[src/mprm_pkg.sv]
package mprm_pkg;

    localparam int unsigned TABLE_ENTRIES_DEFAULT = 15;
    localparam int unsigned PORT_W = 16;
    localparam int unsigned INDEX_W = 4;
    localparam int unsigned CFG_INDEX_W = 2;
    localparam int unsigned CFG_DATA_W = 4;

    // Configuration register indexes.
    typedef enum logic [CFG_INDEX_W-1:0] {
        CFG_MATCH_MODE    = 2'd0,
        CFG_INVERT_RESULT = 2'd1,
        CFG_ENTRIES_USED  = 2'd2
    } cfg_index_t;

    // Port selection modes; the fourth code selects nothing.
    typedef enum logic [1:0] {
        MODE_SOURCE = 2'd0,
        MODE_DEST   = 2'd1,
        MODE_EITHER = 2'd2
    } match_mode_t;

    localparam logic OPCODE_CLASSIFY = 1'b0;
    localparam logic OPCODE_WRITE    = 1'b1;

    typedef struct packed {
        logic               opcode;
        logic [PORT_W-1:0]  source_port;
        logic [PORT_W-1:0]  dest_port;
        logic               is_fragment;
        logic               header_short;
        logic [INDEX_W-1:0] entry_index;
        logic [PORT_W-1:0]  entry_port;
        logic               entry_range_flag;
    } in_word_t;

    typedef struct packed {
        logic matched;
        logic drop_packet;
    } out_word_t;

    // Settings every cell looks at.
    typedef struct packed {
        logic [1:0]         match_mode;
        logic [INDEX_W-1:0] entries_used;
    } cell_cfg_t;

    // What travels down the chain of cells with one word.
    typedef struct packed {
        logic               active;
        logic               is_write;
        logic               forced;
        logic               drop;
        logic               hit;
        logic               skip;
        logic [PORT_W-1:0]  source_port;
        logic [PORT_W-1:0]  dest_port;
        logic [INDEX_W-1:0] entry_index;
        logic [PORT_W-1:0]  entry_port;
        logic               entry_range_flag;
    } token_t;

endpackage

[src/mprm_cell.sv]
module mprm_cell
    import mprm_pkg::*;
#(
    parameter int unsigned TABLE_ENTRIES = TABLE_ENTRIES_DEFAULT,
    parameter int unsigned CELL_INDEX    = 0
) (
    input  logic              aclk,
    input  logic              aresetn,
    input  logic              stall,
    input  cell_cfg_t         cfg,
    input  token_t            token_in,
    input  logic [PORT_W-1:0] next_port,
    output logic [PORT_W-1:0] own_port,
    output token_t            token_out
);

    localparam logic IS_LAST = (CELL_INDEX == TABLE_ENTRIES - 1);

    logic [PORT_W-1:0] port_reg;
    logic              flag_reg;
    token_t            token_reg;
    token_t            token_next;
    logic              hold;
    logic              in_use;
    logic              eligible;
    logic              ranged;
    logic [PORT_W-1:0] upper;
    logic              src_in;
    logic              dst_in;
    logic              hit_here;
    logic              write_here;

    // Only a word that is waiting at the chain output holds its cell.
    assign hold = stall && token_reg.active && IS_LAST;

    assign in_use   = (CELL_INDEX < 32'(cfg.entries_used));
    assign eligible = token_in.active && !token_in.forced && !token_in.hit
                      && !token_in.skip && in_use;
    assign ranged   = flag_reg && !IS_LAST;
    assign upper    = ranged ? next_port : port_reg;
    assign src_in   = (token_in.source_port >= port_reg) && (token_in.source_port <= upper);
    assign dst_in   = (token_in.dest_port >= port_reg) && (token_in.dest_port <= upper);

    always_comb begin
        unique case (cfg.match_mode)
            MODE_SOURCE: hit_here = eligible && src_in;
            MODE_DEST:   hit_here = eligible && dst_in;
            MODE_EITHER: hit_here = eligible && (src_in || dst_in);
            default:     hit_here = 1'b0;
        endcase
    end

    assign write_here = token_in.active && token_in.is_write
                        && (32'(token_in.entry_index) == CELL_INDEX);

    always_comb begin
        token_next      = token_in;
        token_next.hit  = token_in.hit || hit_here;
        // A range start consumes the following word as its upper end.
        token_next.skip = eligible && ranged;
    end

    always_ff @(posedge aclk) begin
        if (!aresetn) begin
            token_reg.active <= 1'b0;
        end else if (!hold) begin
            token_reg <= token_next;
        end
    end

    always_ff @(posedge aclk) begin
        if (!aresetn) begin
            port_reg <= '0;
            flag_reg <= 1'b0;
        end else if (!hold && write_here) begin
            port_reg <= token_in.entry_port;
            flag_reg <= token_in.entry_range_flag;
        end
    end

    assign own_port  = port_reg;
    assign token_out = token_reg;

endmodule

[src/multi_port_range_matcher.sv]
// Channel        | Ports                                   | Word
// ---------------+-----------------------------------------+-------------
// packet/write   | s_valid, s_ready, s_data                | in_word_t
// result         | m_valid, m_ready, m_data                | out_word_t
// configuration  | cfg_valid, cfg_ready, cfg_index, cfg_data | register value
//
// The accepting edge loads the first of TABLE_ENTRIES cells, the word moves one cell
// per cycle (it waits in the last cell while the result is stalled) and then into the
// output register. Only one word is in the chain at a time and the input reopens with
// the output register load, so no new word is taken while one is in the chain.
// Reset (aresetn low at a clock edge) clears the table, configuration, busy and m_valid.
// A stalled result holds the output register; the next word may enter and waits in the
// last cell, and the input stays closed until that word moves on.
module multi_port_range_matcher
    import mprm_pkg::*;
#(
    parameter int unsigned TABLE_ENTRIES = TABLE_ENTRIES_DEFAULT
) (
    input  logic                   aclk,
    input  logic                   aresetn,
    input  logic                   s_valid,
    output logic                   s_ready,
    input  in_word_t               s_data,
    output logic                   m_valid,
    input  logic                   m_ready,
    output out_word_t              m_data,
    input  logic                   cfg_valid,
    output logic                   cfg_ready,
    input  logic [CFG_INDEX_W-1:0] cfg_index,
    input  logic [CFG_DATA_W-1:0]  cfg_data
);

    // Configuration registers. The port always takes a write at once.
    logic [1:0]         match_mode_reg;
    logic               invert_reg;
    logic [INDEX_W-1:0] entries_used_reg;

    assign cfg_ready = 1'b1;

    always_ff @(posedge aclk) begin
        if (!aresetn) begin
            match_mode_reg   <= '0;
            invert_reg       <= 1'b0;
            entries_used_reg <= '0;
        end else if (cfg_valid) begin
            unique case (cfg_index)
                CFG_MATCH_MODE:    match_mode_reg   <= cfg_data[1:0];
                CFG_INVERT_RESULT: invert_reg       <= cfg_data[0];
                CFG_ENTRIES_USED:  entries_used_reg <= cfg_data[INDEX_W-1:0];
                default:           ;
            endcase
        end
    end

    cell_cfg_t cell_cfg;
    assign cell_cfg.match_mode   = match_mode_reg;
    assign cell_cfg.entries_used = entries_used_reg;

    // The chain is busy from the accept of a word until its result reaches the
    // output register.
    logic      busy_reg;
    logic      busy_next;
    logic      accept;
    logic      stall;
    logic      m_valid_reg;
    logic      m_valid_next;
    out_word_t m_data_reg;
    out_word_t m_data_next;

    assign s_ready = !busy_reg;
    assign accept  = s_valid && s_ready;
    assign stall   = m_valid_reg && !m_ready;

    // The entering token: fragments, short headers and writes are settled
    // up front and only ride along to keep the result order.
    token_t head;
    always_comb begin
        head                  = '0;
        head.active           = accept;
        head.is_write         = (s_data.opcode == OPCODE_WRITE);
        head.forced           = (s_data.opcode == OPCODE_WRITE) || s_data.is_fragment
                                || s_data.header_short;
        head.drop             = (s_data.opcode == OPCODE_CLASSIFY) && !s_data.is_fragment
                                && s_data.header_short;
        head.source_port      = s_data.source_port;
        head.dest_port        = s_data.dest_port;
        head.entry_index      = s_data.entry_index;
        head.entry_port       = s_data.entry_port;
        head.entry_range_flag = s_data.entry_range_flag;
    end

    token_t            tokens [TABLE_ENTRIES+1];
    logic [PORT_W-1:0] ports  [TABLE_ENTRIES+1];

    assign tokens[0]             = head;
    assign ports[TABLE_ENTRIES]  = '0;

    // Each cell holds one table word and reads its right neighbor's port as
    // the upper end of a range.
    for (genvar i = 0; i < TABLE_ENTRIES; i++) begin : g_cell
        mprm_cell #(
            .TABLE_ENTRIES (TABLE_ENTRIES),
            .CELL_INDEX    (i)
        ) u_cell (
            .aclk      (aclk),
            .aresetn   (aresetn),
            .stall     (stall),
            .cfg       (cell_cfg),
            .token_in  (tokens[i]),
            .next_port (ports[i+1]),
            .own_port  (ports[i]),
            .token_out (tokens[i+1])
        );
    end

    token_t tail;
    assign tail = tokens[TABLE_ENTRIES];

    always_comb begin
        busy_next    = busy_reg;
        m_valid_next = m_valid_reg;
        m_data_next  = m_data_reg;
        if (!stall) begin
            m_valid_next            = tail.active;
            m_data_next.matched     = !tail.forced && (tail.hit ^ invert_reg);
            m_data_next.drop_packet = tail.drop;
            if (tail.active) begin
                busy_next = 1'b0;
            end
        end
        if (accept) begin
            busy_next = 1'b1;
        end
    end

    always_ff @(posedge aclk) begin
        if (!aresetn) begin
            busy_reg    <= 1'b0;
            m_valid_reg <= 1'b0;
        end else begin
            busy_reg    <= busy_next;
            m_valid_reg <= m_valid_next;
        end
    end

    always_ff @(posedge aclk) begin
        m_data_reg <= m_data_next;
    end

    assign m_valid = m_valid_reg;
    assign m_data  = m_data_reg;

endmodule
[config.mk]
export PLATFORM = sky130hd
export DESIGN_NAME = multi_port_range_matcher
export DESIGN_NICKNAME = d
export VERILOG_FILES = /design/src/mprm_pkg.sv /design/src/mprm_cell.sv /design/src/multi_port_range_matcher.sv
export SDC_FILE = /design/constraint.sdc
export NUM_CORES = 2
export LEC_CHECK = 0
export BUFFER_PORTS_ARGS = -buffer_cell sky130_fd_sc_hd__buf_2
export CAP_MARGIN = 10
export CORE_MARGIN = 2
export CORE_UTILIZATION = 29
export DETAILED_ROUTE_END_ITERATION = 8
export GPL_ROUTABILITY_DRIVEN = 0
export MAX_ROUTING_LAYER = met4
export SYNTH_ARGS = -nofsm -noshare
export SYNTH_HDL_FRONTEND = slang
export SYNTH_SLANG_ARGS = --single-unit
[constraint.sdc]
create_clock -name aclk -period 2.8 [get_ports aclk]
set_input_delay 0.56 -clock aclk [delete_from_list [all_inputs] [get_ports aclk]]
set_output_delay 0.56 -clock aclk [all_outputs]
set_load 0.02 [all_outputs]
==> run_results.csv <==
group,metric,value,unit
status,status,"complete, no violations",
global_route,grt_pass1_vias,37892,
clocking,cts_num_sinks,1094,
floorplanning,io-pin-count,72,
drt,wl_per_cell,19.7,um
worst_setup_path,cp.arrival,3.15,ns
sta,fin_worst_skew,0.0239,ns
finish,drive_gt1_frac,0.0920,
yosys,synth_fp_nets,5549,
floorplanning,die_y,450,um
yosys,synth-main-ff-cell,"edfxtp_1",
clocking,cts_root_buffer,"clkbuf_16",
worst_setup_path,crit_path_end_kind,"flip-flop",
global_route,antenna_found_initial,4,
power,total_power,37.1,mW
sta,min_period,2.67,ns
yosys,async_reset_ff_frac,0,
drt,antenna_left,0,
drt,firstDrtPassIters,6,
yosys,syn_area_per_cell,12.6,um2
floorplanning,fp.coreArea,198000,um2
sta,layout_worst_path_cycle_share,0.954,
floorplanning,start_util,0.292,
sta,hold_viol_final,0,
sta,tightest_slew,0.727,ns
placement,dp_hpwl,119000,um
power,p_leak,23.5,nW
sta,tns,0,ns
drt,vias_per_cell,4.84,
floorplanning,die_w,450,um
drt,dr_total_vias,36768,
sta,max_freq,374,MHz
sta,setup-violations-final,0,
sta,maxSlewViolCount,0,
worst_setup_path,critPathRequiredTime,3.28,ns
clocking,clk-insertion-delay-late,0.74,ns
worst_setup_path,cp-start-kind,"flip-flop",
power,p_per_area,556,nW/um2
finish,largest_register_ff_count,829,
clocking,cts_max_path_buffers,3,
global_route,grt_max_degree,137,
sta,relSlewSlack,0.515,
yosys,synth_warnings,0,
finish,final_nets,5817,
placement,io_buffer_count,70,
worst_setup_path,crit_path_max_fanout,12,
job,maxCapViolations,0,
worst_setup_path,critPathKind,"flip-flop to flip-flop",
global_route,grt_pass1_wl,229000,um
drt,drc,0,
yosys,synth-edff-count,816,
floorplanning,die_area,203000,um2
yosys,netlist_instances,4583,
sta,rsz0062_at_grt,"false",
finish,area_growth,15.5,%
drt,routed_wl,149000,um
yosys,ys_seq_area_frac,0.520,
yosys,synth-seq-cells,1094,
power,ir_drop,0.000456,V
clocking,cts_buffers,107,
clocking,clk_pin_slew,0.06,ns
hold_path,hold_class,"input port to flip-flop",
yosys,ys_types,77,
global_route,grt_overflow,0,
yosys,mappedNetlistArea,57800,um2
clocking,cts_tree,"done",
clocking,cts.htree.levels,3,
global_route,grtUsageTotal,0.149,
drt,drt_iter0_markers,2423,
floorplanning,num_rows,163,
[path summary, 6_finish.rpt]
| check | end | startpoint | slack (ns) | cells past startpoint |
|---|---|---|---|---|
| max | g_cell[7].u_cell.token_out[54] | g_cell[7].u_cell.flag_reg | 0.13 | 10 |
| min | g_cell[0].u_cell.token_out[5] | s_data[5] | 0.04 | 1 |
| max reg2reg | g_cell[7].u_cell.token_out[54] | g_cell[7].u_cell.flag_reg | 0.13 | 10 |
| min reg2reg | g_cell[12].u_cell.token_out[55] | g_cell[11].u_cell.token_out[55] | 0.41 | 0 |
[repair_timing]
item,in CTS,in global routing
gates cloned,0,0
pin swaps,0,4
setup buffers,0,2
hold buffers,21,0
resized for setup,5,24
hold endpoints to repair,21,0
endpoints found under the setup margin,1,7
[through the flow]
step | setup slack [ns] | instance area [um2] | util | hold WS [ns] | instances
floorplan | -0.0705 | 57800 | - | 0.400 | 4583
global placement | -0.116 | 62500 | 0.316 | 0.401 | 7359
detailed placement | -0.110 | 62500 | 0.316 | 0.405 | 7359
CTS | 0.0291 | 66600 | 0.337 | 0.00348 | 7584
global route | 0.00120 | 66700 | 0.338 | 0.00384 | 7590
finish | 0.129 | 66700 | 0.338 | 0.0445 | 7590
[cell usage after synthesis (24+ instances only)]
cell type,instances,share of area
a21oi_1,324,0.028
a21o_1,90,0.012
inv_1,266,0.017
dfxtp_1,278,0.096
nand3_1,69,0.0060
clkbuf_1,46,0.0030
o21ai_0,105,0.0091
mux2i_1,469,0.081
nand2b_1,25,0.0027
a211oi_1,52,0.0068
nand4_1,140,0.015
nor2_1,108,0.0070
buf_2,29,0.0025
ha_1,899,0.19
nor2b_1,308,0.033
nor3_1,35,0.0030
nand2_1,165,0.011
xor2_1,24,0.0036
o21ai_1,31,0.0027
o211ai_1,35,0.0045
edfxtp_1,816,0.42
[layout make-up]
| type | count | area [um2] |
|---|---|---|
| Fill cell | 19278 | 131000 |
| Antenna cell | 4 | 10.0 |
| Timing Repair Buffer | 250 | 2030 |
| Tap cell | 2640 | 3300 |
| Clock buffer | 148 | 3080 |
| Clock inverter | 56 | 802 |
| Inverter | 266 | 998 |
| Sequential cell | 1094 | 30100 |
| Multi-Input combinational cell | 3132 | 26500 |
[per-layer routing]
metal	share of wire	global-route usage	vias to the layer above
li1	-	-	17919
met1	0.43	0.176	17805
met2	0.50	0.258	733
met3	0.032	0.0187	311
met4	0.043	0.0594	0
met5	0	-	-
[critical path, stage by stage, from the launching register on]
cell and delay, ns:
dfxtp_1 0.38, buf_12 0.17, mux2i_1 0.25, ha_1 0.18
nand4_1 0.17, or3_1 0.46, a21oi_1 0.22, nor2_1 0.06
o211ai_1 0.08, o21ai_0 0.11, a311o_1 0.33
[cells in the final DEF, fill, tap and decap left out, types with 108 or more instances in the layout]
| master | count |
|---|---|
| nor2_1 | 108 |
| nand4_1 | 140 |
| clkbuf_16 | 111 |
| nor2b_1 | 308 |
| nand2_1 | 165 |
| dfxtp_1 | 276 |
| edfxtp_1 | 816 |
| mux2i_1 | 459 |
| inv_1 | 266 |
| a21oi_1 | 321 |
| buf_4 | 135 |
| ha_1 | 899 |
[where the power goes]
group | internal (mW) | switching, mW
logic | 1.03 | 1.38
clock network | 9.24 | 6.55
registers | 18.3 | 0.665
[cell families after synthesis]
| kind of cell | share of synthesized area |
|---|---|
| XOR/XNOR | 0.00500 |
| buffers and inverters | 0.0244 |
| adder cells (fa/ha/maj) | 0.195 |
| AND/OR/NAND/NOR | 0.0933 |
| AO/OA/AOI/OAI | 0.0785 |
| multiplexers | 0.0839 |
| flip-flops | 0.520 |
| other | 0.0000649 |
Note: power is estimated with default switching activity, not from simulation.
